--- config.mk ---
export PLATFORM = sky130hd
export DESIGN_NAME = rcaa_fit
export DESIGN_NICKNAME = d
export VERILOG_FILES = /design/src/hw/rtl/rcaa_fit.sv
export SDC_FILE = /design/constraint.sdc
export NUM_CORES = 1
export LEC_CHECK = 0
export ABC_AREA = 1
export BUFFER_PORTS_ARGS = -buffer_cell sky130_fd_sc_hd__buf_2
export CORE_UTILIZATION = 50
export DETAILED_ROUTE_END_ITERATION = 8
export PLACE_DENSITY = 0.76
export SLEW_MARGIN = 20
export SYNTH_ARGS = -nofsm -noshare
export SYNTH_HDL_FRONTEND = slang
export SYNTH_SLANG_ARGS = --single-unit
--- constraint.sdc ---
create_clock -name vclk -period 9.3
set_input_delay 1.86 -clock vclk [all_inputs]
set_output_delay 1.86 -clock vclk [all_outputs]
set_load 0.005 [all_outputs]
--- src/hw/rtl/rcaa_fit.sv ---
// Sanity checks of the oldest and newest commands and placement of a new command.
module rcaa_fit #(
    parameter int AREA_BYTES           = 16384,
    parameter int HEADER_BYTES         = 28,
    parameter int COMMAND_HEADER_BYTES = 12,
    parameter int OFF_W                = 14,
    parameter int SIZE_W               = 15,
    parameter int CW                   = 17
) (
    input  logic [OFF_W-1:0]  i_first,
    input  logic [OFF_W-1:0]  i_last,
    input  logic [SIZE_W-1:0] i_first_sz,
    input  logic [SIZE_W-1:0] i_last_sz,
    input  logic [CW-1:0]     i_size,
    output logic              o_placed,
    output logic [OFF_W-1:0]  o_off
);
    localparam logic [CW-1:0] AREA  = CW'(AREA_BYTES);
    localparam logic [CW-1:0] START = CW'(HEADER_BYTES);
    localparam logic [CW-1:0] CHB   = CW'(COMMAND_HEADER_BYTES);

    function automatic logic [CW-1:0] align4(input logic [CW-1:0] v);
        return (v + CW'(3)) & ~CW'(3);
    endfunction

    function automatic logic cmd_ok(input logic [CW-1:0] off, input logic [CW-1:0] sz);
        logic ok;
        ok = 1'b1;
        if (off < START || off + CHB > AREA || off[1:0] != 2'b00) begin
            ok = 1'b0;
        end
        if (sz < CHB || off + align4(sz) > AREA) begin
            ok = 1'b0;
        end
        return ok;
    endfunction

    logic [CW-1:0] first_w;
    logic [CW-1:0] last_w;
    logic [CW-1:0] first_sz_w;
    logic [CW-1:0] last_sz_w;
    logic [CW-1:0] end_w;
    logic          both_ok;

    always_comb begin
        first_w    = CW'(i_first);
        last_w     = CW'(i_last);
        first_sz_w = CW'(i_first_sz);
        last_sz_w  = CW'(i_last_sz);
        end_w      = last_w + align4(last_sz_w);
        both_ok    = cmd_ok(first_w, first_sz_w) && cmd_ok(last_w, last_sz_w);
        o_placed   = 1'b0;
        o_off      = '0;
        if (both_ok) begin
            if (first_w <= last_w) begin
                if (i_size <= AREA - end_w) begin
                    o_placed = 1'b1;
                    o_off    = OFF_W'(end_w);
                end else if (i_size <= first_w - START) begin
                    o_placed = 1'b1;
                    o_off    = OFF_W'(START);
                end
            end else if (end_w <= first_w && i_size <= first_w - end_w) begin
                o_placed = 1'b1;
                o_off    = OFF_W'(end_w);
            end
        end
    end

endmodule

### Yosys cells after proc, flatten, opt, wreduce, memory -nomap -nowiden

Cells that the tools add are included.
Widths: inputs -> output; s select.

| storage, ports and cells | value |
|---|---|
| register bits after elaboration | 0 |
| input bits | 75 |
| output and inout bits | 15 |
| word-level logic and storage cells | 46 |

| operators by class | value |
|---|---|
| add/subtract/negate cells | 9 |
| order comparisons | 13 |
| mux-type cells | 14 |
| reduce and logical (&&, ||, !) cells | 10 |

Operator list:

| operator | count |
|---|---|
| $mux 14 | 4 |
| $le 17x17->1 | 3 |
| $add 14x16->17 | 2 |
| $gt 17x15->1 const B | 2 |
| $add 15x2->16 const B | 2 |
| $add 14x4->15 const B | 2 |
| $gt 15x15->1 const B | 2 |
| $lt 15x4->1 const B | 2 |
| $lt 14x5->1 const B | 2 |
| $le 17x14->1 | 1 |
| $sub 14x17->17 | 1 |
| $sub 15x17->17 const A | 1 |
| $sub 14x5->15 const B | 1 |
| $le 14x14->1 | 1 |
| $mux 1 | 9 |
| $logic_or 1x1->1 | 6 |
| $mux 5 | 1 |
| $reduce_bool 2->1 | 2 |
| $logic_and 1x1->1 | 2 |

### Logic depth before layout (Yosys ltp)

| logic depth | value |
|---|---|
| word-level depth | 8 |
| gate-level depth with buffers | 39 |
| gate-level depth less buffers | 38 |

### Worst setup path after synthesis

Ideal clock, no wire load.

| timing | value |
|---|---|
| kind | input -> output |
| start point | in i_last_sz[0] |
| end point | out o_off[0] |
| arrival | 6.135 ns |
| required time | 7.440 ns |
| path slack | 1.305 ns |
| cell stages on the path | 36 |
| path buffers | 1 |
| cells stage by stage | inv_1 nand2_1 nand2_1 nor2_1 inv_1 nor2_1 xnor2_1 inv_1 ha_1 nand2_1 nand3_1 xor2_1 inv_1 ha_1 nand2_1 nor2_1 inv_1 o221ai_1 nand2_1 a21oi_1 nand2_1 nand3_1 nand3_1 nand3_1 nand2_1 ha_1 nand2_1 nor3_1 nand3_1 o211ai_1 nand2_1 nand2_1 nand2_2 nand2_2 buf_6 nor2_2 |

| on the way | value |
|---|---|
| longest elaborated chain between the ends | 8 |
| elaborated cells on any way between the ends | 17 |
| classes of those cells | add/sub (4); order compare (5); mux (5); reduce/logical (3) |

RTL lines:

| item | line | text |
|---|---|---|
| start, declared | 13 | `input logic [SIZE_W-1:0] i_last_sz,` |
| $add 15x2->16 | 23 | `return (v + CW'(3)) & ~CW'(3);` |
| $add 14x16->17 | 32, 50 |  |
| $sub 14x17->17 | 63 | `end else if (end_w <= first_w && i_size <= first_w - end_w) begin` |
| $le 17x17->1 | 63 |  |
| $logic_and 1x1->1 | 63 |  |
| $mux 14 | 63 |  |
| $mux 14 | 55 | `if (first_w <= last_w) begin` |
| $mux 14 * | 54 | `if (both_ok) begin` |
| end, declared | 16 | `output logic [OFF_W-1:0] o_off` |

Every way passes the cells marked *; elsewhere a longest branch is shown, timed or not.

### Worst setup path after layout

| timing | value |
|---|---|
| start point | in i_last_sz[0] |
| end point | out o_off[9] |

Same word-level chain as after synthesis.

==> metrics.txt <==
status completed; core box area 10300 sq um; final setup slack of the worst path 441 ps; largest net degree at the start of global routing 12; wire length on met3 1020 microns; clock buffers 0; post-synthesis compound-gate area fraction 9.70%; # diodes 0; mapped cell area 5290 sq um; Reg area 0 sq um; DPL Wire Length 13600 microns; leakage 3.51 nW; xor and xnor area share after synthesis 9.13%; pre-CTS setup slack 277 ps; worst-case vdd ir drop 0.0315 mV; family with the most delay on the worst path simple AND/OR/NAND/NOR gates; row count 37; Die X 105 microns; Synth Area in Simple Gates 44.9%; WP buf/inv 7; Final Util 57.6%; initial core utilization 51.4%; initial antenna violation count 0; Netlist cell types 41; final wirelength 15400 microns; Hold Buf Count CTS 0; worst slew pin tran 565 ps; TritonRoute pass-1 iters 5; Hold Fails Final Rpt 0; Hold Startpoint i_last[0]; wl on met1 7210 microns; Nets 1195; first-pass GRT wire length 25800 microns; Hold/Removal Path Class input port to primary output; GRT Overall Usage 28.6%; Net Count, Synth 1103; Hold Path Depth 4; Tcrit/Tclk final 95.3%; combinational family with the most area after synthesis simple AND/OR/NAND/NOR gates; hold worst-path end o_off[0]; crit path max-delay cell type ha_1; grt total ovfl 0; most used cell, CP nand2_1; CP max FO 11; Syn. warnings 0; vias per cell 5.30; final setup fails 0; DRT antenna net count 0; crit path time final 8860 ps; mux cell area share after synthesis 0%; commonest non-fill, non-tap cell in the layout nand2_1; Overall Power 0.492 mW; Worst setup SP type input port; met2 wire length 6730 microns; syn_area_per_cell 5.72 sq um; CP Class input port to primary output; max layer used met4; Vias 6098; Layout area overhead 12.0%; Final Max Slew Viols 0; I/O pins 90; die area 11000 sq um; Mapped Cells 925; wire length per cell 13.4 microns; post-synthesis sequential area ratio 0%; Synth Area in Adders 24.8%; Port Buf Inserts 90; max cap viols 0; Worst slew margin 62.1%; FFs & Latches 0; pwr/cell area 83.1 nW/um^2; GP Congestion 0.942; DIE HEIGHT 105 microns; WP data arrival 7000 ps; initial DRC count 458; most frequent cells in the layout nand2_1 (236), inv_1 (152), ha_1 (100); layout cells sized above 1 15.3%; DRC 0; Fillers 1100; fmax 0.113 GHz; CP peak stage delay 390 ps; Critical Path RT 7440 ps; number of global-route vias before repair 5549; Setup crit end kind primary output
worst min-delay path: cells and delay by family:
family	cells	cell delay, ps
and+or+nand+nor	1	40
buffers and inverters	3	340
layer usage:
layer | global-route usage, % | up-vias
met5 | 0 | -
met4 | 7.75 | 0
met1 | 39.8 | 2629
li1 | - | 3208
met3 | 1.68 | 33
met2 | 47.4 | 228
worst max-delay path by stage:
stage                      start       end  slack [ps]  depth (start not counted)
floorplan           i_last_sz[0]  o_off[0]        1310                         36
global placement    i_last_sz[0]  o_off[9]         320                         37
detailed placement  i_last_sz[0]  o_off[8]         280                         37
CTS                 i_last_sz[0]  o_off[8]         270                         37
global route        i_last_sz[0]  o_off[9]         -30                         37
finish              i_last_sz[0]  o_off[9]         440                         37
cell families (layout without fill, tap and decap cells):
family	count (synthesis)	after routing
compound gates	92	92
xor+xnor	53	53
simple gates	517	517
fa+ha+maj	103	103
buf+inv	160	250
power breakdown:
| part | switching [mW] | internal [mW] | leakage (nW) | total [mW] |
|---|---|---|---|---|
| registers | 0 | 0 | 0 | 0 |
| clock network | 0 | 0 | 0 | 0 |
| logic | 0.313 | 0.179 | 3.51 | 0.492 |
layout make-up:
cell class                 count  area (sq um)  area share, %
tap                          136           170           2.87
multi-input combinational    765          4700           79.3
timing repair buffer          91           458           7.73
inverter                     159           597           10.1
stage by stage:
stage | instance area [sq um] | hold WS [ps] | setup TNS, ps | cells
after global routing | 5920 | 4130 | -126 | 1151
after detailed placement | 5900 | 4100 | 0 | 1150
after floorplan | 5290 | 3820 | 0 | 925
final | 5920 | 4100 | 0 | 1151
after global placement | 5900 | 4100 | 0 | 1150
after CTS | 5900 | 4100 | 0 | 1150
synthesized netlist by cell type (6+ instances only):
master / number / area [sq um]
nor2_2: 14 / 87.6
nand4_1: 31 / 194
xor2_1: 42 / 368
xnor2_1: 10 / 87.6
nand3_1: 67 / 335
nor3_1: 21 / 105
inv_2: 6 / 22.5
a21oi_1: 52 / 260
o21ai_0: 20 / 100
nand2_2: 23 / 144
ha_1: 100 / 1250
nor2_1: 98 / 368
inv_1: 152 / 571
nand2_1: 236 / 886
repair_timing:
| action | in CTS | in global routing |
|---|---|---|
| endpoints found under the setup margin | 0 | 15 |
| resized for setup | 0 | 3 |
| setup buffers | 0 | 1 |
Note: power is estimated with default switching activity, not from simulation.
